### src/slip_pkg.sv
package slip_pkg;

  localparam int MaxFrameDefault = 2048;
  localparam int QueueDepth = 2;

  localparam logic [7:0] SlEnd = 8'hC0;
  localparam logic [7:0] SlEsc = 8'hDB;
  localparam logic [7:0] SlEscEnd = 8'hDC;
  localparam logic [7:0] SlEscEsc = 8'hDD;
  localparam logic [7:0] Icmpv6Nh = 8'h3A;
  localparam logic [7:0] RsType = 8'h85;
  localparam int Ipv6HdrLen = 40;
  localparam logic [3:0] Ipv6Version = 4'd6;

  localparam int PlOffHi = 4;
  localparam int PlOffLo = 5;
  localparam int NhOff = 6;

  typedef enum logic [1:0] {
    VERDICT_FORWARD = 2'd0,
    VERDICT_RS = 2'd1,
    VERDICT_DROP = 2'd2,
    VERDICT_OVERFLOW = 2'd3
  } verdict_e;

  // one decoded item handed from the front to the back
  typedef struct packed {
    logic is_close;
    logic [7:0] data;
  } slip_cmd_t;

endpackage

### src/slip_front.sv
module slip_front
  import slip_pkg::*;
(
  input  logic clk_i,
  input  logic rst_ni,
  input  logic in_valid_i,
  input  logic [7:0] rx_byte_i,
  input  logic q_full_i,
  output logic push_o,
  output slip_cmd_t cmd_o
);

  logic esc_q, esc_d;
  logic take;

  assign take = in_valid_i && !q_full_i;

  always_comb begin
    esc_d = esc_q;
    push_o = 1'b0;
    cmd_o.is_close = 1'b0;
    cmd_o.data = rx_byte_i;
    if (take) begin
      if (esc_q) begin
        esc_d = 1'b0;
        if (rx_byte_i == SlEscEsc) begin
          push_o = 1'b1;
          cmd_o.data = SlEsc;
        end else if (rx_byte_i == SlEscEnd) begin
          push_o = 1'b1;
          cmd_o.data = SlEnd;
        end
        // any other byte after esc is dropped
      end else if (rx_byte_i == SlEsc) begin
        esc_d = 1'b1;
      end else if (rx_byte_i == SlEnd) begin
        push_o = 1'b1;
        cmd_o.is_close = 1'b1;
      end else begin
        push_o = 1'b1;
      end
    end
  end

  always_ff @(posedge clk_i or negedge rst_ni) begin
    if (!rst_ni) begin
      esc_q <= 1'b0;
    end else begin
      esc_q <= esc_d;
    end
  end

endmodule

### src/slip_queue.sv
module slip_queue
  import slip_pkg::*;
(
  input  logic clk_i,
  input  logic rst_ni,
  input  logic push_i,
  input  slip_cmd_t push_cmd_i,
  input  logic pop_i,
  output logic valid_o,
  output logic full_o,
  output slip_cmd_t head_o
);

  localparam int PtrW = (QueueDepth > 1) ? $clog2(QueueDepth) : 1;
  localparam int CntW = $clog2(QueueDepth + 1);

  slip_cmd_t mem_q [QueueDepth];
  logic [PtrW-1:0] wr_ptr_q, wr_ptr_d, rd_ptr_q, rd_ptr_d;
  logic [CntW-1:0] cnt_q, cnt_d;

  function automatic logic [PtrW-1:0] ptr_inc(input logic [PtrW-1:0] p);
    if (p == PtrW'(QueueDepth - 1)) begin
      return '0;
    end
    return p + PtrW'(1);
  endfunction

  assign valid_o = cnt_q != '0;
  assign full_o = cnt_q == CntW'(QueueDepth);
  assign head_o = mem_q[rd_ptr_q];

  always_comb begin
    wr_ptr_d = push_i ? ptr_inc(wr_ptr_q) : wr_ptr_q;
    rd_ptr_d = pop_i ? ptr_inc(rd_ptr_q) : rd_ptr_q;
    cnt_d = cnt_q;
    if (push_i && !pop_i) begin
      cnt_d = cnt_q + CntW'(1);
    end else if (pop_i && !push_i) begin
      cnt_d = cnt_q - CntW'(1);
    end
  end

  always_ff @(posedge clk_i or negedge rst_ni) begin
    if (!rst_ni) begin
      wr_ptr_q <= '0;
      rd_ptr_q <= '0;
      cnt_q <= '0;
    end else begin
      wr_ptr_q <= wr_ptr_d;
      rd_ptr_q <= rd_ptr_d;
      cnt_q <= cnt_d;
    end
  end

  always_ff @(posedge clk_i) begin
    if (push_i) begin
      mem_q[wr_ptr_q] <= push_cmd_i;
    end
  end

endmodule

### src/slip_back.sv
module slip_back
  import slip_pkg::*;
#(
  parameter int MAX_FRAME = MaxFrameDefault
) (
  input  logic clk_i,
  input  logic rst_ni,
  input  logic q_valid_i,
  input  slip_cmd_t q_cmd_i,
  output logic pop_o,
  output logic out_valid_o,
  input  logic out_stall_i,
  output logic is_frame_end_o,
  output logic [7:0] data_byte_o,
  output logic [10:0] byte_index_o,
  output logic [1:0] frame_verdict_o,
  output logic [11:0] frame_length_o
);

  localparam int CntW = $clog2(MAX_FRAME + 1);

  logic [CntW-1:0] count_q, count_d;
  logic ovf_q, ovf_d;
  logic [3:0] ver_q, ver_d;
  logic [15:0] plen_q, plen_d;
  logic [7:0] nh_q, nh_d;
  logic [7:0] icmp_q, icmp_d;

  logic out_valid_q, out_valid_d;
  logic end_q, end_d;
  logic [7:0] data_q, data_d;
  logic [10:0] idx_q, idx_d;
  verdict_e verdict_q, verdict_d;
  logic [11:0] len_q, len_d;

  logic advance, emit, len_ok;
  verdict_e verdict;

  assign advance = !out_valid_q || !out_stall_i;
  assign pop_o = q_valid_i && advance;
  assign len_ok = ({1'b0, plen_q} + 17'(Ipv6HdrLen)) == 17'(count_q);

  always_comb begin
    if (ovf_q) begin
      verdict = VERDICT_OVERFLOW;
    end else if (ver_q == Ipv6Version && len_ok) begin
      if (count_q > CntW'(Ipv6HdrLen) && nh_q == Icmpv6Nh && icmp_q == RsType) begin
        verdict = VERDICT_RS;
      end else begin
        verdict = VERDICT_FORWARD;
      end
    end else begin
      verdict = VERDICT_DROP;
    end
  end

  always_comb begin
    count_d = count_q;
    ovf_d = ovf_q;
    ver_d = ver_q;
    plen_d = plen_q;
    nh_d = nh_q;
    icmp_d = icmp_q;
    emit = 1'b0;
    end_d = end_q;
    data_d = data_q;
    idx_d = idx_q;
    verdict_d = verdict_q;
    len_d = len_q;
    if (pop_o) begin
      if (q_cmd_i.is_close) begin
        if (count_q != '0 || ovf_q) begin
          emit = 1'b1;
          end_d = 1'b1;
          data_d = '0;
          idx_d = '0;
          verdict_d = verdict;
          len_d = 12'(count_q);
          count_d = '0;
          ovf_d = 1'b0;
          ver_d = '0;
          plen_d = '0;
          nh_d = '0;
          icmp_d = '0;
        end
      end else if (count_q >= CntW'(MAX_FRAME)) begin
        // past the limit: flag only, nothing stored
        ovf_d = 1'b1;
      end else begin
        emit = 1'b1;
        end_d = 1'b0;
        data_d = q_cmd_i.data;
        idx_d = 11'(count_q);
        verdict_d = VERDICT_FORWARD;
        len_d = '0;
        count_d = count_q + CntW'(1);
        if (count_q == '0) ver_d = q_cmd_i.data[7:4];
        if (count_q == CntW'(PlOffHi)) plen_d[15:8] = q_cmd_i.data;
        if (count_q == CntW'(PlOffLo)) plen_d[7:0] = q_cmd_i.data;
        if (count_q == CntW'(NhOff)) nh_d = q_cmd_i.data;
        if (count_q == CntW'(Ipv6HdrLen)) icmp_d = q_cmd_i.data;
      end
    end
    out_valid_d = advance ? emit : out_valid_q;
  end

  always_ff @(posedge clk_i or negedge rst_ni) begin
    if (!rst_ni) begin
      count_q <= '0;
      ovf_q <= 1'b0;
      ver_q <= '0;
      plen_q <= '0;
      nh_q <= '0;
      icmp_q <= '0;
      out_valid_q <= 1'b0;
    end else begin
      count_q <= count_d;
      ovf_q <= ovf_d;
      ver_q <= ver_d;
      plen_q <= plen_d;
      nh_q <= nh_d;
      icmp_q <= icmp_d;
      out_valid_q <= out_valid_d;
    end
  end

  always_ff @(posedge clk_i) begin
    end_q <= end_d;
    data_q <= data_d;
    idx_q <= idx_d;
    verdict_q <= verdict_d;
    len_q <= len_d;
  end

  assign out_valid_o = out_valid_q;
  assign is_frame_end_o = end_q;
  assign data_byte_o = data_q;
  assign byte_index_o = idx_q;
  assign frame_verdict_o = verdict_q;
  assign frame_length_o = len_q;

`ifndef SYNTHESIS
  a_count_bound: assert property (@(posedge clk_i) disable iff (!rst_ni)
    count_q <= CntW'(MAX_FRAME))
    else $error("byte count beyond frame limit");

  a_close_clears: assert property (@(posedge clk_i) disable iff (!rst_ni)
    (pop_o && q_cmd_i.is_close && emit) |=> (count_q == '0 && !ovf_q))
    else $error("frame state not cleared after verdict");

  a_verdict_nonempty: assert property (@(posedge clk_i) disable iff (!rst_ni)
    (out_valid_q && end_q && verdict_q != VERDICT_OVERFLOW) |-> len_q != '0)
    else $error("verdict for an empty frame");
`endif

endmodule

### src/slip_ipv6_frame_decoder.sv
// slip receive decoder with ipv6 sanity check
// input channel: one raw line byte per transfer on rx_byte_i (in_valid_i / in_stall_o).
// output channel: one result per transfer (out_valid_o / out_stall_i). a data result
//   (is_frame_end_o = 0) carries the unescaped byte and its index in the frame; a
//   verdict result (is_frame_end_o = 1) closes a non-empty frame with its verdict
//   (0 forward, 1 router solicitation, 2 dropped, 3 overflow) and its length.
// esc bytes, bad escapes, empty frames and bytes past MAX_FRAME give no result.
// each accepted byte passes through the decode queue and then the output register
//   on its way to a result.
// throughput: one byte per cycle while the receiver does not stall, set by the frame
//   state update in the back end, which retires one queued item per cycle.
// when the receiver stalls, the output register holds its result, the two-entry
//   queue fills and then in_stall_o rises; no byte is lost.
// reset clears escape state, the queue, the frame counters and the output valid;
//   the block takes bytes as soon as reset is released.
module slip_ipv6_frame_decoder
  import slip_pkg::*;
#(
  parameter int MAX_FRAME = MaxFrameDefault
) (
  input  logic clk_i,
  input  logic rst_ni,
  input  logic in_valid_i,
  output logic in_stall_o,
  input  logic [7:0] rx_byte_i,
  output logic out_valid_o,
  input  logic out_stall_i,
  output logic is_frame_end_o,
  output logic [7:0] data_byte_o,
  output logic [10:0] byte_index_o,
  output logic [1:0] frame_verdict_o,
  output logic [11:0] frame_length_o
);

  logic q_full, q_valid, push, pop;
  slip_cmd_t push_cmd, head_cmd;

  assign in_stall_o = q_full;

  slip_front u_front (
    .clk_i (clk_i),
    .rst_ni (rst_ni),
    .in_valid_i (in_valid_i),
    .rx_byte_i (rx_byte_i),
    .q_full_i (q_full),
    .push_o (push),
    .cmd_o (push_cmd)
  );

  slip_queue u_queue (
    .clk_i (clk_i),
    .rst_ni (rst_ni),
    .push_i (push),
    .push_cmd_i (push_cmd),
    .pop_i (pop),
    .valid_o (q_valid),
    .full_o (q_full),
    .head_o (head_cmd)
  );

  slip_back #(
    .MAX_FRAME (MAX_FRAME)
  ) u_back (
    .clk_i (clk_i),
    .rst_ni (rst_ni),
    .q_valid_i (q_valid),
    .q_cmd_i (head_cmd),
    .pop_o (pop),
    .out_valid_o (out_valid_o),
    .out_stall_i (out_stall_i),
    .is_frame_end_o (is_frame_end_o),
    .data_byte_o (data_byte_o),
    .byte_index_o (byte_index_o),
    .frame_verdict_o (frame_verdict_o),
    .frame_length_o (frame_length_o)
  );

endmodule
### config.mk
export PLATFORM = sky130hd
export DESIGN_NAME = slip_ipv6_frame_decoder
export DESIGN_NICKNAME = d
export VERILOG_FILES = /design/src/slip_pkg.sv /design/src/slip_front.sv /design/src/slip_queue.sv /design/src/slip_back.sv /design/src/slip_ipv6_frame_decoder.sv
export SDC_FILE = /design/constraint.sdc
export NUM_CORES = 1
export LEC_CHECK = 0
export BUFFER_PORTS_ARGS = -buffer_cell sky130_fd_sc_hd__clkbuf_2
export CORE_MARGIN = 2
export CORE_UTILIZATION = 30
export DETAILED_ROUTE_END_ITERATION = 16
export GPL_TIMING_DRIVEN = 0
export REMOVE_ABC_BUFFERS = 1
export SYNTH_ARGS = -nofsm -noshare
export SYNTH_HDL_FRONTEND = slang
export SYNTH_SLANG_ARGS = --single-unit
### constraint.sdc
create_clock -name clk_i -period 6.1 [get_ports clk_i]
set_input_delay 0 -clock clk_i [delete_from_list [all_inputs] [get_ports clk_i]]
set_output_delay 0 -clock clk_i [all_outputs]
set_load 0.02 [all_outputs]
After elaboration in Yosys (flattened, before gate mapping):

Memory sizes are Yosys's and may differ from the RTL's.
Index checks and enable logic that the tools add are counted.

* input port bits: 12
* bits in registers: 89
* output and inout bits: 36
* bits in writable memories: 18
* logic and storage cells: 139
* memories: 1

Memory list
* u_queue.mem_q: words 2, bits a word 9, read ports 1, clocked after memory_dff 0, write ports 1, line slip_queue.sv:17 `slip_cmd_t mem_q [QueueDepth];`

* equal/unequal tests: 15
* magnitude comparators: 2
* muxes and demuxes: 67
* reductions and logical operators: 31
* add/sub/neg operators: 6

Operators with widths (count)
* $mux W8: 14
* $mux W12: 6
* $mux W16: 3
* $eq A8 B8 Y1 const B: 5
* $eq A12 B3 Y1 const B: 3
* $mux W11: 3
* $mux W1: 29
* $reduce_and A4 Y1: 5
* $add A16 B6 Y17 const B: 1
* $eq A17 B12 Y1: 1
* $mux W4: 4
* $reduce_bool A2 Y1: 8
* $mux W2: 7
* $add A12 B1 Y12 const B: 1
* $eq A12 B6 Y1 const B: 1
* $ge A12 B12 Y1 const B: 1
* $gt A12 B6 Y1 const B: 1
* $logic_not A12 Y1: 1
* $reduce_bool A12 Y1: 1
* $mux W9: 1
* $eq A8 B6 Y1 const B: 1
* $logic_and A1 B1 Y1: 7
* $reduce_and A3 Y1: 2
* $logic_not A1 Y1: 5
* other kinds (8): 10

Depth between registers and ports, before layout:

Gate-level depths: netlist (run 1).

* word-level depth: 9
* gate-level depth with buffers: 9

Hierarchy:

A second synthesis (run 1) with hierarchy kept.

* cells, all modules: 384
* area, all modules: 5157.4 µm²

By module, submodules not included
* slip_back: cells each 312, area an instance 4093.9 µm², instances 1
* slip_queue: cells each 44, area an instance 844.6 µm², instances 1
* slip_front: cells each 28, area an instance 219.0 µm², instances 1

Least setup slack after synthesis (run 1):

No wires, ideal clock.

* path kind: flip-flop to flip-flop
* start: register u_back.count_q[0]
* end: register u_back.plen_q[10]
* path buffers: 0
* stages on the path, launching flop included: 9
* path slack: 3.358 ns
* data required time: 5.979 ns
* data arrival time: 2.621 ns
* cell sequence: dfrtp_1 inv_1 ha_1 nor2b_1 and4_2 a21bo_4 inv_1 a31oi_4 a22o_1

* word-level cells in the longest chain between the ends: 4
* elaborated cells between the ends (all ways): 8
* classes of those cells: 1 x order compare; 3 x eq/ne; 4 x reduce/logical

Ends and longest elaborated chain
* from (decl): line slip_back.sv:22 `logic [CntW-1:0] count_q, count_d;`
* from (signal assigned): line slip_back.sv:117 `count_q <= count_d;`
* branches (longest 3 deep; another with $ge A12 B12 Y1)
* $reduce_and A4 Y1 (no source line) (*)
* to (signal assigned): line slip_back.sv:120 `plen_q <= plen_d;`
* to (decl): line slip_back.sv:25 `logic [15:0] plen_q, plen_d;`

Mark *: on every way between the ends.
A chain may end at the register's enable or synchronous reset.

Worst setup path in the final report (run 1):

* start: register u_queue.rd_ptr_q
* end: register u_back.verdict_q[0] (netlist: u_back.frame_verdict_o[0]) (data pin)

* word-level cells in the longest chain between the ends: 2

Ends and longest elaborated chain
* from (decl): line slip_queue.sv:18 `logic [PtrW-1:0] wr_ptr_q, wr_ptr_d, rd_ptr_q, rd_ptr_d;`
* from (signal assigned): line slip_queue.sv:50 `rd_ptr_q <= rd_ptr_d;`
* $mem_v2 Z2 W9
* $mux W2: line slip_back.sv:71 `if (q_cmd_i.is_close) begin`
* to (signal assigned): line slip_back.sv:131 `verdict_q <= verdict_d;`
* to (decl): line slip_back.sv:33 `verdict_e verdict_q, verdict_d;`

No other way between the ends.

==> impl_summary.md, run 1 <==
Clock tree
The total setup buffers inserted after CTS is 0. The number of H-tree levels is 3. After clock tree synthesis, the clock-pin slew on the worst setup and hold paths is around 0.06 ns. The number of gates given a new drive strength after cts is 0.

The longest clock path from root to sink contains 2 buffers. The number of buffers inserted for hold repair after clock tree synthesis is 10. The number of sinks driven by the clock tree is between 100 and 150.

The number of buffers created by CTS is 9. The clock tree root driver cell is sky130_fd_sc_hd__clkbuf_16. The CTS tree is done.

At the later pin of the worst-skew pair, clock insertion delay measures about 0.35 ns.

Timing
Static timing analysis puts the maximum clock frequency at roughly 290 MHz. At the pin with the least slew margin, the transition time is between 0.8 and 0.9 ns. The number of setup violations in the final report is 0. The clock skew after layout is around 0.0054 ns. Setup repair after global routing left no endpoint under its margin.

Headroom to the max-slew limit came out at 0.444. The total negative setup slack is 0 ns. Dividing the final minimum period by the clock period gives 0.563. Subtracting the final worst setup slack from the clock period gives 3.44 ns. On the final layout, the worst hold slack is approximately 0.075 ns. The max-slew violation count is 0. The number of hold violations in the final report is 0.

Global route
Entering global routing, the biggest net connects 56 pins. The wire length of the first global-routing pass is 16,500 um. The number of antenna violations at the first check in global routing is 0. The global-route congestion overflow total is 0.

The global-route usage over all layers is 0.121. The via count of the first global-routing pass is 3,176.

Pwr
Of the total power, combinational logic draws 0.374. The reported leakage power is about 2.4 nW. The design draws between 2 and 3 mW. The proportion of power drawn by the clock network is 0.194. Summed over all nets, the switching power comes to around 1.0 mW.

The share of total power dissipated in sequential elements is 0.431. The internal power of the cells is ~1.7 mW. The maximum resistive drop on vdd is about 0.00015 V. In this run the power density over the cells is 481 mW/mm2.

The switching power as a share of total power is 0.383.

Synthesis
The share of the Yosys chip area taken by registers is 0.602. The number of enable-type register cells in the synthesized netlist is 52. The basic-gate share of the synthesized area counting and, or, nand and nor cells is 0.141.

Of the post-synthesis cell area, the part taken by muxes is 0.0602. The mapped netlist covers 0.00488 mm2. The parity-gate share of the synthesized area counting xor and xnor cells is 0.0502. During synthesis, Yosys emitted a total of 0 warnings. For this run, asynchronously set or reset flops after synthesis account for 0.514. The register bit count reported by yosys is approximately 110. The share of the synthesized area in compound gates (AO/OA/AOI/OAI) came to 0.102. Each instance of the synthesized netlist takes up on average 12.5 um2. The synthesized instance count is approximately 400. The netlist uses 58 different library cells. The main combinational cell family by area after synthesis is simple AND/OR/NAND/NOR gates. Of the total synthesized cell area, the portion taken by full adders, half adders and majority gates is 0.0154. The most used flip-flop cell after synthesis is sky130_fd_sc_hd__dfrtp_1.

Route
After the first detailed-routing iteration, the DRC count stood at 175. In the routed layout, each cell is associated on average with a via count of roughly 4.7. The total number of vias is ~3,100. The count of nets left with antenna violations once routing finished came out at 0. The final wirelength is around 10000 um. The number of optimization iterations in the first detailed-route pass is 4. The final routed DRC violation total is 0. The routed length per instance is 15.0 um.

Job
The tool flagged a number of max-cap violations equal to 0.

Place
The placer congestion estimate is around 0.84. The sum of net half-perimeters after detailed placement is around 7000 um. The total of buffers placed on input and output ports is 47.

Final layout
0 antenna diodes ended up in the layout. Of the cells placed in the final design, the portion with a size suffix greater than 1 is 0.208. From synthesis to final layout, the design area changed by 16.4%. After filler insertion, the fill cell instance count of the layout stands at 1,585.

The number of nets in the final layout is between 400 and 500.

Worst setup path
Data on the critical path is required at its endpoint by between 6 and 7 ns. The endpoint of the worst register-to-register path is u_back.frame_verdict_o[0]$_SDFFCE_PN0P_. The signal arrival time at the worst endpoint is 3.53 ns. The launch point of the worst reg-to-reg path is u_queue.rd_ptr_q$_DFFE_PN0P_. The slack of the worst reg-to-reg path is 2.66 ns. The worst setup path is captured at a register.

The critical path is of the register to register type. The worst reg-to-reg path cell count is 6. The top fanout value on the critical path is 27. STA classifies the critical path startpoint as a register.

Die
The floorplan step set the die width to around 130 um. For this configuration, the core starts out at a cell density of 0.307. The number of ports placed on the die boundary is between 40 and 50.

The region available for standard cell placement spans about 0.016 mm2. The floorplan step defined a die boundary enclosing about 0.017 mm2. The initialized floorplan defines 46 standard-cell rows. The y dimension of the die is around 130 um.

Status
The run finished with clean final reports.

Hold path
The worst hold path was traced through 3 stages. The startpoint of the tightest hold check path is rx_byte_i[2]. The class of the most critical hold timing path is primary input to register. The end of the worst hold path is u_queue.mem_q[0][2]$_DFFE_PP_.
==> routing by layer <==
layer,vias to the layer above,share of wire,track usage
met5,-,0,0
met1,1530,0.44,0.150
met3,18,0.036,0.0297
met2,65,0.49,0.197
met4,0,0.029,0.0646
li1,1512,-,-
==> logic make-up (layout without fill, tap and decap cells) <==
group	Yosys count	count (layout)
AND/OR/NAND/NOR	129	129
flip-flops	107	107
AO/OA/AOI/OAI	62	62
buffers and inverters	33	89
XOR/XNOR	28	28
multiplexers	26	26
adder cells (fa/ha/maj)	6	6
==> area by class of cell <==
class | count | area [um2] | share of cell area
clock inverters | 2 | 12.5 | 0.00220
flip-flops and latches | 107 | 2940 | 0.517
clock buffers | 14 | 254 | 0.0447
repair buffers | 58 | 349 | 0.0614
well taps | 216 | 270 | 0.0475
multi-input cells | 251 | 1810 | 0.318
inverters | 15 | 56.3 | 0.00990
==> synth_stat cells, types with 3 or more instances <==
library cell / instances / area, um2
sky130_fd_sc_hd__dfrtp_1: 55 / 1380
sky130_fd_sc_hd__edfxtp_1: 52 / 1560
sky130_fd_sc_hd__nor2_1: 39 / 146
sky130_fd_sc_hd__and2_1: 20 / 125
sky130_fd_sc_hd__nand2_1: 18 / 67.6
sky130_fd_sc_hd__a22o_1: 17 / 149
sky130_fd_sc_hd__mux2_2: 17 / 191
sky130_fd_sc_hd__xnor2_1: 17 / 149
sky130_fd_sc_hd__inv_1: 14 / 52.6
sky130_fd_sc_hd__nand3_1: 12 / 60.1
sky130_fd_sc_hd__o21ai_0: 12 / 60.1
sky130_fd_sc_hd__xor2_1: 11 / 96.3
sky130_fd_sc_hd__and3_1: 9 / 56.3
sky130_fd_sc_hd__clkbuf_1: 9 / 33.8
sky130_fd_sc_hd__mux2i_1: 8 / 80.1
sky130_fd_sc_hd__a21oi_1: 7 / 35.0
sky130_fd_sc_hd__buf_2: 6 / 30.0
sky130_fd_sc_hd__ha_1: 6 / 75.1
sky130_fd_sc_hd__nand4_1: 6 / 37.5
sky130_fd_sc_hd__a21o_1: 4 / 30.0
sky130_fd_sc_hd__nor4_1: 4 / 25.0
sky130_fd_sc_hd__nor3_1: 3 / 15.0
sky130_fd_sc_hd__nor4b_1: 3 / 26.3
==> registers in the layout (all words and copies together), names as in the netlist <==
name and flops:
u_back.nh_q 8, u_back.ver_q 4, u_queue.wr_ptr_q 1, u_back.count_q 12, u_back.data_byte_o 8, u_front.esc_q 1, u_back.byte_index_o 11, u_back.frame_verdict_o 2
u_queue.rd_ptr_q 1, u_back.ovf_q 1, u_back.out_valid_o 1, u_back.plen_q 16, u_back.icmp_q 8, u_queue.cnt_q 2, u_queue.mem_q 18, u_back.is_frame_end_o 1
u_back.frame_length_o 12
==> worst max-delay path by stage <==
stage,cells past startpoint,end,start,slack (ns)
floorplan,6,u_back.plen_q[10]$_DFFE_PN0P_,u_queue.rd_ptr_q$_DFFE_PN0P_,3.26
global placement,6,u_back.plen_q[13]$_DFFE_PN0P_,u_queue.rd_ptr_q$_DFFE_PN0P_,2.54
detailed placement,6,u_back.frame_verdict_o[0]$_SDFFCE_PN0P_,u_queue.rd_ptr_q$_DFFE_PN0P_,2.63
CTS,6,u_back.frame_verdict_o[0]$_SDFFCE_PN0P_,u_queue.rd_ptr_q$_DFFE_PN0P_,2.63
global route,5,u_back.ver_q[1]$_DFFE_PN0P_,u_queue.rd_ptr_q$_DFFE_PN0P_,2.35
finish,6,u_back.frame_verdict_o[0]$_SDFFCE_PN0P_,u_queue.rd_ptr_q$_DFFE_PN0P_,2.66
==> cells in the final DEF (no fill, tap or decap), types with 2 or more instances in the layout <==
master	n
sky130_fd_sc_hd__mux2_2	17
sky130_fd_sc_hd__a22o_1	17
sky130_fd_sc_hd__nand3_1	12
sky130_fd_sc_hd__xor2_1	11
sky130_fd_sc_hd__nand2_2	2
sky130_fd_sc_hd__xnor2_1	17
sky130_fd_sc_hd__a31oi_1	2
sky130_fd_sc_hd__nand4_1	6
sky130_fd_sc_hd__inv_1	13
sky130_fd_sc_hd__ha_1	6
sky130_fd_sc_hd__nand2_1	18
sky130_fd_sc_hd__edfxtp_1	52
sky130_fd_sc_hd__dlygate4sd3_1	10
sky130_fd_sc_hd__and4_1	2
sky130_fd_sc_hd__nor4b_1	3
sky130_fd_sc_hd__a21oi_1	7
sky130_fd_sc_hd__dfrtp_1	55
sky130_fd_sc_hd__a21o_1	4
sky130_fd_sc_hd__and2_1	20
sky130_fd_sc_hd__and3_1	9
sky130_fd_sc_hd__nor3_1	3
sky130_fd_sc_hd__nor2b_1	2
sky130_fd_sc_hd__mux2i_1	8
sky130_fd_sc_hd__nor2_1	39
sky130_fd_sc_hd__a21boi_0	2
sky130_fd_sc_hd__clkbuf_2	46
sky130_fd_sc_hd__nor4_1	4
sky130_fd_sc_hd__clkbuf_1	4
sky130_fd_sc_hd__o21ai_0	12
sky130_fd_sc_hd__clkbuf_16	9
sky130_fd_sc_hd__a21oi_2	2
sky130_fd_sc_hd__a22oi_1	2
==> through the flow <==
stage | util | setup WS [ns] | area, um2 | std cells
floorplan | - | 3.26 | 4800 | 373
finish | 0.358 | 2.66 | 5690 | 663
global route | 0.358 | 2.35 | 5690 | 663
detailed placement | 0.335 | 2.63 | 5320 | 637
global placement | 0.334 | 2.54 | 5300 | 636
CTS | 0.358 | 2.63 | 5680 | 663
==> power groups by stage <==
stage	clock network, mW	logic, mW	registers [mW]
final	0.531	1.02	1.18
after global routing	0.583	1.12	1.21
after CTS	0.550	1.04	1.18
after detailed placement	0	1.04	1.20
after global placement	0	0.993	1.19
after floorplan	0	0.565	1.32
==> worst max-delay path, stage by stage, from the launching register on <==
cell                       delay (ns)
sky130_fd_sc_hd__dfrtp_1         0.72
sky130_fd_sc_hd__mux2i_4         0.69
sky130_fd_sc_hd__clkinv_1        0.85
sky130_fd_sc_hd__nand4_1         0.39
sky130_fd_sc_hd__a21oi_1         0.08
sky130_fd_sc_hd__and3_1          0.19
sky130_fd_sc_hd__a32o_1          0.26
Note: power is estimated with default switching activity, not from simulation.
==> run 2: changes to the inputs <==
clock period = 3.22 ns   (was 6.1 ns; I/O delays follow)
==> run 2 against run 1 <==
Compared with the run above:
- via count about the same
- final cell count increased by 0.45%
- clock-buffer cell count unchanged
- core utilization increased by 0.24 points
- critical path type unchanged
- highest routed layer unchanged
==> impl_summary.md, run 2 (synthesis gave the netlist of run 1 again) <==
Worst setup path
The type of destination of the critical path is a register. Of all nets on the critical path, the largest fanout is 39. The startpoint identified for the worst register-to-register timing path is u_back.count_q[0]$_DFFE_PN0P_. The worst setup path is of the register to register kind.

The number of cells on the worst reg-to-reg path is 8. The slack of the worst reg-to-reg path is roughly 0.30 ns. The signal arrival time at the worst endpoint is between 3 and 4 ns. The category of the worst setup path launch point is a register. The data required time of the worst path is roughly 3.5 ns. The endpoint of the worst register-to-register path is u_back.plen_q[13]$_DFFE_PN0P_.

Final layout
The commonest non-fill, non-tap cell in the layout is sky130_fd_sc_hd__dfrtp_1. The register with the most flip-flops in the layout has 18 of them. The register containing the most flip-flops in the final layout is u_queue.mem_q. The growth of design area from synthesis to finish is 17.2%. The final standard cell count with taps included and fillers excluded is ~670. At the end of the flow, the number of nets in the layout was between 400 and 500. Leaving out fill and tap cells, the most frequent cells in the layout are sky130_fd_sc_hd__dfrtp_1 (55), sky130_fd_sc_hd__edfxtp_1 (52), sky130_fd_sc_hd__clkbuf_2 (46), sky130_fd_sc_hd__nor2_1 (39), sky130_fd_sc_hd__and2_1 (20). The antenna diode count is 0. Fill cells in the final layout number approximately 1,600. In the final layout, flip-flops and latches occupy roughly 0.0029 mm2. The largest registers in the layout are u_queue.mem_q (18), u_back.plen_q (16).

The share of post-route cells with drive strength above 1 is 0.216. In the final layout, the multi-input gates occupy between 0.0015 and 0.002 mm2.

Timing
Of the available clock period, the critical path in the final layout requires 0.908. For this run, the top clock speed supported by timing is 342 MHz. The max-slew violation count is 0. For the pin with the worst max-slew slack, the measured transition is between 0.7 and 0.8 ns. The number of setup violations in the final report is 0. The clock skew after layout is ~0.0058 ns.

The number of hold violations in the final report came to 0. The final critical-path setup slack is slightly below 0.3 ns. Hold is met by about 0.075 ns. The worst path in the final design needs a cycle of approximately 2.9 ns, including I/O delays and setup. Setup repair after global routing left no endpoint under its margin.

The worst pin sits at a relative slew slack of 0.494.

Die
The number of rows created at floorplan is 46. The floorplan step defined a core boundary enclosing ~0.016 mm2. The floorplan step set the die width to 132 um. The die is 132 um tall. The initial core utilization is 0.307.

The die covers approximately 0.017 mm2. 48 I/O pins were placed.

Clock tree
The later pin in the worst-skew pair is clocked with a latency of 0.35 ns. The CTS tree is done. The number of H-tree levels is 3.

No sink is reached through more buffers than the 2 on the longest clock path. The clock tree root driver cell is sky130_fd_sc_hd__clkbuf_16. The number of sinks driven by the clock tree is about 110. The clock-pin slew of the registers on the worst-case setup and hold paths is about 0.070 ns.

Counting the buffers created by CTS gives 9.

Global route
The wire length of the first global-routing pass is ~17,000 um. The maximum number of pins on one net before global-route repair is 56. The number of antenna violations at the first check in global routing is 0. The global-route usage over all layers is 0.121. The via count of the first global-routing pass is around 3,200. The global-route congestion overflow total is 0.

Place
The placer congestion estimate is between 0.8 and 0.9. The sum of net half-perimeters after detailed placement is roughly 7000 um. Once placement completed, the tool counted placed cells totaling between 600 and 700. Prior to clock tree synthesis, the placed netlist has a worst setup slack of -0.253 ns. The total of buffers placed on input and output ports is between 40 and 50.

Route
The first routing iteration left ~170 violations. The final wirelength is roughly 9900 um. The total number of vias is 3,128. The number of nets still failing antenna checks after routing is 0. Dividing the detail-routed via count by the number of cells gives between 4 and 5.

In the routed design, unresolved DRC markers number 0. In the final routed layout, each cell accounts on average for about 15 um. The number of optimization iterations in the first detailed-route pass is 5.

Pwr
The switching component of the power is a little under 2 mW. Summed over all cells, the static leakage comes to between 2 and 2.5 nW. Of the total power, combinational logic draws 0.380. The internal power of the cells is between 3 and 4 mW.

VDD sags by at most between 0.0002 and 0.0003 V. The power per cell area is a little over 900 mW/mm2. Of the total power, the share spent switching nets is 0.380. Of the total power, registers draw 0.428. The proportion of power drawn by the clock network is 0.192.

Status
The flow ran to the end, and the final reports show no timing, DRC or antenna violations.

Hold path
The end of the worst hold path is u_queue.mem_q[1][2]$_DFFE_PP_. The startpoint of the tightest hold check path is rx_byte_i[2]. The min-delay analysis places its worst path in the category primary input to register. The cell depth of the worst min-delay path is 3.

Job
The tool flagged a number of max-cap violations equal to 0.
-- run 2: changes by cell type in the layout (fill, tap and decap cells not counted) --
cell,change
sky130_fd_sc_hd__buf_12,+1
sky130_fd_sc_hd__clkinv_1,-1
sky130_fd_sc_hd__buf_4,+2
sky130_fd_sc_hd__clkinv_2,+2
sky130_fd_sc_hd__inv_2,-1
-- run 2: how the worst max path moves through the flow --
stage / startpoint / to / slack, ns / cells after the start
6_report: u_back.count_q[0]$_DFFE_PN0P_ / u_back.plen_q[13]$_DFFE_PN0P_ / 0.30 / 8
5_1_grt: u_back.count_q[1]$_DFFE_PN0P_ / u_back.plen_q[15]$_DFFE_PN0P_ / 0.05 / 8
4_1_cts: u_queue.rd_ptr_q$_DFFE_PN0P_ / u_back.plen_q[13]$_DFFE_PN0P_ / 0.1 / 6
3_5_place_dp: u_queue.rd_ptr_q$_DFFE_PN0P_ / u_back.frame_verdict_o[0]$_SDFFCE_PN0P_ / -0.25 / 6
3_3_place_gp: u_queue.rd_ptr_q$_DFFE_PN0P_ / u_back.plen_q[13]$_DFFE_PN0P_ / -0.34 / 6
2_1_floorplan: u_queue.rd_ptr_q$_DFFE_PN0P_ / u_back.plen_q[9]$_DFFE_PN0P_ / 0.38 / 6
-- run 2: power groups by stage --
stage          logic [mW]  clock network (mW)  registers, mW
2_1_floorplan        1.07                   0           2.51
3_3_place_gp         1.88                   0           2.26
3_5_place_dp         1.96                   0           2.27
4_1_cts              1.98                1.04           2.24
5_1_grt              2.17                1.10           2.29
6_report             1.98                1.01           2.23
-- run 2: area by class of cell --
class	instances	area share
clock inverters	2	0.00219
flip-flops and latches	107	0.513
clock buffers	14	0.0444
repair buffers	61	0.0671
inverters	15	0.0103
well taps	216	0.0472
multi-input cells	251	0.316
-- run 2: metrics by stage --
step                       util  setup TNS (ns)  power (mW)  area, um2
after global routing      0.360               0        5.57       5720
after detailed placement  0.335           -5.32        4.23       5320
after CTS                 0.358               0        5.26       5690
final                     0.360               0        5.22       5720
after global placement    0.334           -7.91        4.14       5300
after floorplan               -               0        3.58       4800
-- run 2: repair_timing --
| action | 4_1_cts | 5_1_grt |
|---|---|---|
| setup buffers | 0 | 3 |
| hold endpoints to repair | 18 | 0 |
| resized for setup | 1 | 1 |
| setup endpoints to repair | 44 | 12 |
| hold buffers | 10 | 0 |
-- run 2: routing by layer --
layer,up-vias,wire [um],track usage
met4,0,286,0.0646
met5,-,0,0
met3,18,367,0.0297
li1,1516,-,-
met1,1531,4430,0.150
met2,63,4850,0.197
-- run 2: worst max-delay path: stages (launching register included) --
cell,delay (ns)
sky130_fd_sc_hd__dfrtp_1,0.46
sky130_fd_sc_hd__inv_1,0.21
sky130_fd_sc_hd__ha_1,0.28
sky130_fd_sc_hd__nor2b_1,0.16
sky130_fd_sc_hd__and4_2,0.32
sky130_fd_sc_hd__a21bo_4,0.21
sky130_fd_sc_hd__clkinv_2,0.53
sky130_fd_sc_hd__a31oi_4,0.51
sky130_fd_sc_hd__a22o_1,0.18
==> run 3: changes to the inputs <==
clock period = 2.9 ns   (was 3.22 ns; I/O delays follow)
==> run 3 against run 2 <==
Compared with the run above:
- routed wire length rose by 0.83%
- core utilization is 0.071 points lower
- clock-buffer cell count unchanged
- worst setup slack better by 0.020 ns
- sequential power grew 11%
- cell area down 0.20%
- via count fell by 0.16%
- clock power is 11% higher
- highest routed layer unchanged
==> impl_summary.md, run 3 (synthesis gave the netlist of run 1 again) <==
Worst setup path
The launch point of the worst reg-to-reg path is u_queue.rd_ptr_q$_DFFE_PN0P_. STA puts the critical path data required time at between 3 and 4 ns. In this run the register-to-register setup slack is 0.32 ns.

STA classifies the critical path startpoint as a register. The type of destination of the critical path is a register. The worst register-to-register path ends at u_back.plen_q[13]$_DFFE_PN0P_. Along the worst path, the maximum fanout reaches 39. The setup path with the least slack is of type register to register. The signal arrival time at the worst endpoint is between 2 and 3 ns. For the worst flop-to-flop path, the logic depth is 7.

Final layout
The largest registers in the layout are u_queue.mem_q (18), u_back.plen_q (16). Leaving out fill and tap cells, the most frequent cells in the layout are sky130_fd_sc_hd__dfrtp_1 (55), sky130_fd_sc_hd__edfxtp_1 (52), sky130_fd_sc_hd__clkbuf_2 (46), sky130_fd_sc_hd__nor2_1 (39), sky130_fd_sc_hd__and2_1 (20). Once layout is complete, the utilization of the core stands at 0.360. The number of nets in the final layout is ~460.

In the final layout, the share of cells above drive strength 1 is 0.216. The antenna diode count is 0. More flip-flops sit in one register than any other, and that register is u_queue.mem_q. The flip-flop count of the largest register after layout is 18. Leaving out fill and tap cells, the most frequent cell in the layout is sky130_fd_sc_hd__dfrtp_1. Once layout is complete, the cells apart from fillers number 666.

The growth of design area from synthesis to finish is 17.0%.

Clock tree
The number of buffers created by CTS is 9. The CTS tree is done. The number of sinks driven by the clock tree is 107.

The latest clock arrival within the worst-skew pair is 0.35 ns. The maximum number of buffers from clock root to sink is 2. The number of H-tree levels is 3. Clock-pin slew was measured on the worst setup and hold paths at about 0.07 ns. The clock tree root driver cell is sky130_fd_sc_hd__clkbuf_16.

Pwr
The power share of the sequential group is 0.427. The internal portion of the total power is 3.57 mW. Across the VDD grid, the largest voltage drop is about 0.00032 V.

The reported leakage power is about 2.4 nW. Summed over all nets, the switching power comes to between 2 and 2.5 mW. The logic gate share of total power is 0.379. Of the total power, the clock network draws 0.194. The switching power as a share of total power is 0.383.

The power per cell area is around 1000 mW/mm2.

Route
The final routed DRC violation total is 0. The final wirelength is 10,000 um. In the routed layout, each cell is associated on average with a via count of approximately 4.7. The routed length per instance is between 15 and 20 um. In this run the remaining antenna-violating nets after routing total 0. The total number of vias is around 3,100. The first detailed-routing pass ran for 4 iterations. The initial DRC count is 143.

Timing
The max-slew violation count is 0. The number of hold violations in the final report is 0. The clock skew after layout is slightly above 0.006 ns. The final worst-path cycle share is 0.891. The number of setup violations in the final report is 0.

The worst-case headroom to the max-slew limit is 0.494. Setup repair after global routing left no endpoint under its margin. The maximum clock frequency is roughly 390 MHz. At the pin with the least slew margin, the transition time is between 0.7 and 0.8 ns. The shortest clock period the worst path allows after layout is between 2 and 3 ns.

Place
Routability-driven placement finished with a final weighted congestion of approximately 0.84. In this run the tool buffered the top-level ports with 47 buffer cells. The count of placed standard cells including taps is roughly 640. The sum of net half-perimeters after detailed placement is around 7000 um.

Die
The core area is about 0.016 mm2. The number of ports placed on the die boundary is 48. After floorplanning, the core was divided into 46 placement rows. The initial core utilization is 0.307. Measured along the y axis, the die boundary spans approximately 130 um.

The floorplan die area is 0.0173 mm2. The die span in x is between 100 and 150 um.

Hold path
The cell depth of the worst min-delay path is 3. The class of the most critical hold timing path is primary input to register. The worst hold path terminates at u_queue.mem_q[1][2]$_DFFE_PP_. The startpoint of the tightest hold check path is rx_byte_i[2].

Status
The run finished with clean final reports.

Global route
The global-route usage over all layers is 0.122. The wire length of the first global-routing pass is around 17,000 um. The maximum number of pins on one net before global-route repair is 56. Summed over all layers, the global routing overflow is 0. The number of antenna violations at the first check in global routing is 0.

The via count of the first global-routing pass is around 3,200.

Job
The tool flagged a number of max-cap violations equal to 0.
[run 3: power groups by stage]
stage / Combinational, mW / Clock (mW) / Sequential, mW
6_report: 2.20 / 1.12 / 2.48
5_1_grt: 2.40 / 1.23 / 2.54
4_1_cts: 2.24 / 1.16 / 2.48
3_5_place_dp: 2.18 / 0 / 2.52
3_3_place_gp: 2.09 / 0 / 2.51
2_1_floorplan: 1.19 / 0 / 2.78
[run 3: layer usage]
layer  up-vias  routed length, um  track usage
met5         -                  0            0
met4         0                287       0.0646
met3        18                363       0.0297
met2        62               4870        0.199
met1      1527               4510        0.150
li1       1516                  -            -
[run 3: critical path, cell delays in order (launching register included)]
cell and delay, ns:
sky130_fd_sc_hd__dfrtp_1 0.72, sky130_fd_sc_hd__mux2i_4 0.40, sky130_fd_sc_hd__buf_4 0.20, sky130_fd_sc_hd__nor2_2 0.06, sky130_fd_sc_hd__a21bo_4 0.26, sky130_fd_sc_hd__inv_4 0.38, sky130_fd_sc_hd__a31oi_4 0.23, sky130_fd_sc_hd__a22o_1 0.22
[run 3: worst max path at each step]
stage / startpoint / endpoint / slack (ns) / depth (start not counted)
after global placement: u_queue.rd_ptr_q$_DFFE_PN0P_ / u_back.plen_q[13]$_DFFE_PN0P_ / -0.66 / 6
after detailed placement: u_queue.rd_ptr_q$_DFFE_PN0P_ / u_back.frame_verdict_o[0]$_SDFFCE_PN0P_ / -0.57 / 6
final: u_queue.rd_ptr_q$_DFFE_PN0P_ / u_back.plen_q[13]$_DFFE_PN0P_ / 0.32 / 7
after CTS: u_queue.rd_ptr_q$_DFFE_PN0P_ / u_back.plen_q[13]$_DFFE_PN0P_ / 0.28 / 7
after floorplan: u_queue.rd_ptr_q$_DFFE_PN0P_ / u_back.plen_q[9]$_DFFE_PN0P_ / 0.06 / 6
after global routing: u_queue.rd_ptr_q$_DFFE_PN0P_ / u_back.plen_q[15]$_DFFE_PN0P_ / 0.16 / 7
[run 3: area by class of cell]
cell class                 count  area [um2]
clock buffer                  14         254
clock inverter                 2        12.5
fill                        1588       10200
inverter                      15        60.1
multi-input combinational    251        1810
sequential                   107        2940
tap                          216         270
timing repair buffer          61         372
[run 3: metrics by stage]
step	power [mW]	setup slack (ns)	hold WS, ns	instance area, um2	setup TNS [ns]
3_5_place_dp	4.70	-0.573	0.220	5320	-20.47
2_1_floorplan	3.97	0.0607	-0.296	4800	0
3_3_place_gp	4.60	-0.659	0.211	5300	-35.99
4_1_cts	5.88	0.282	0.0606	5710	0
6_report	5.79	0.317	0.0733	5710	0
5_1_grt	6.17	0.159	0.0841	5710	0
[run 3: what timing repair did]
| item | in CTS | in global routing |
|---|---|---|
| hold endpoints to repair | 18 | 0 |
| gates resized for setup | 2 | 0 |
| hold buffers | 10 | 0 |
| buffers inserted | 3 | 0 |
| endpoints found under the setup margin | 57 | 0 |
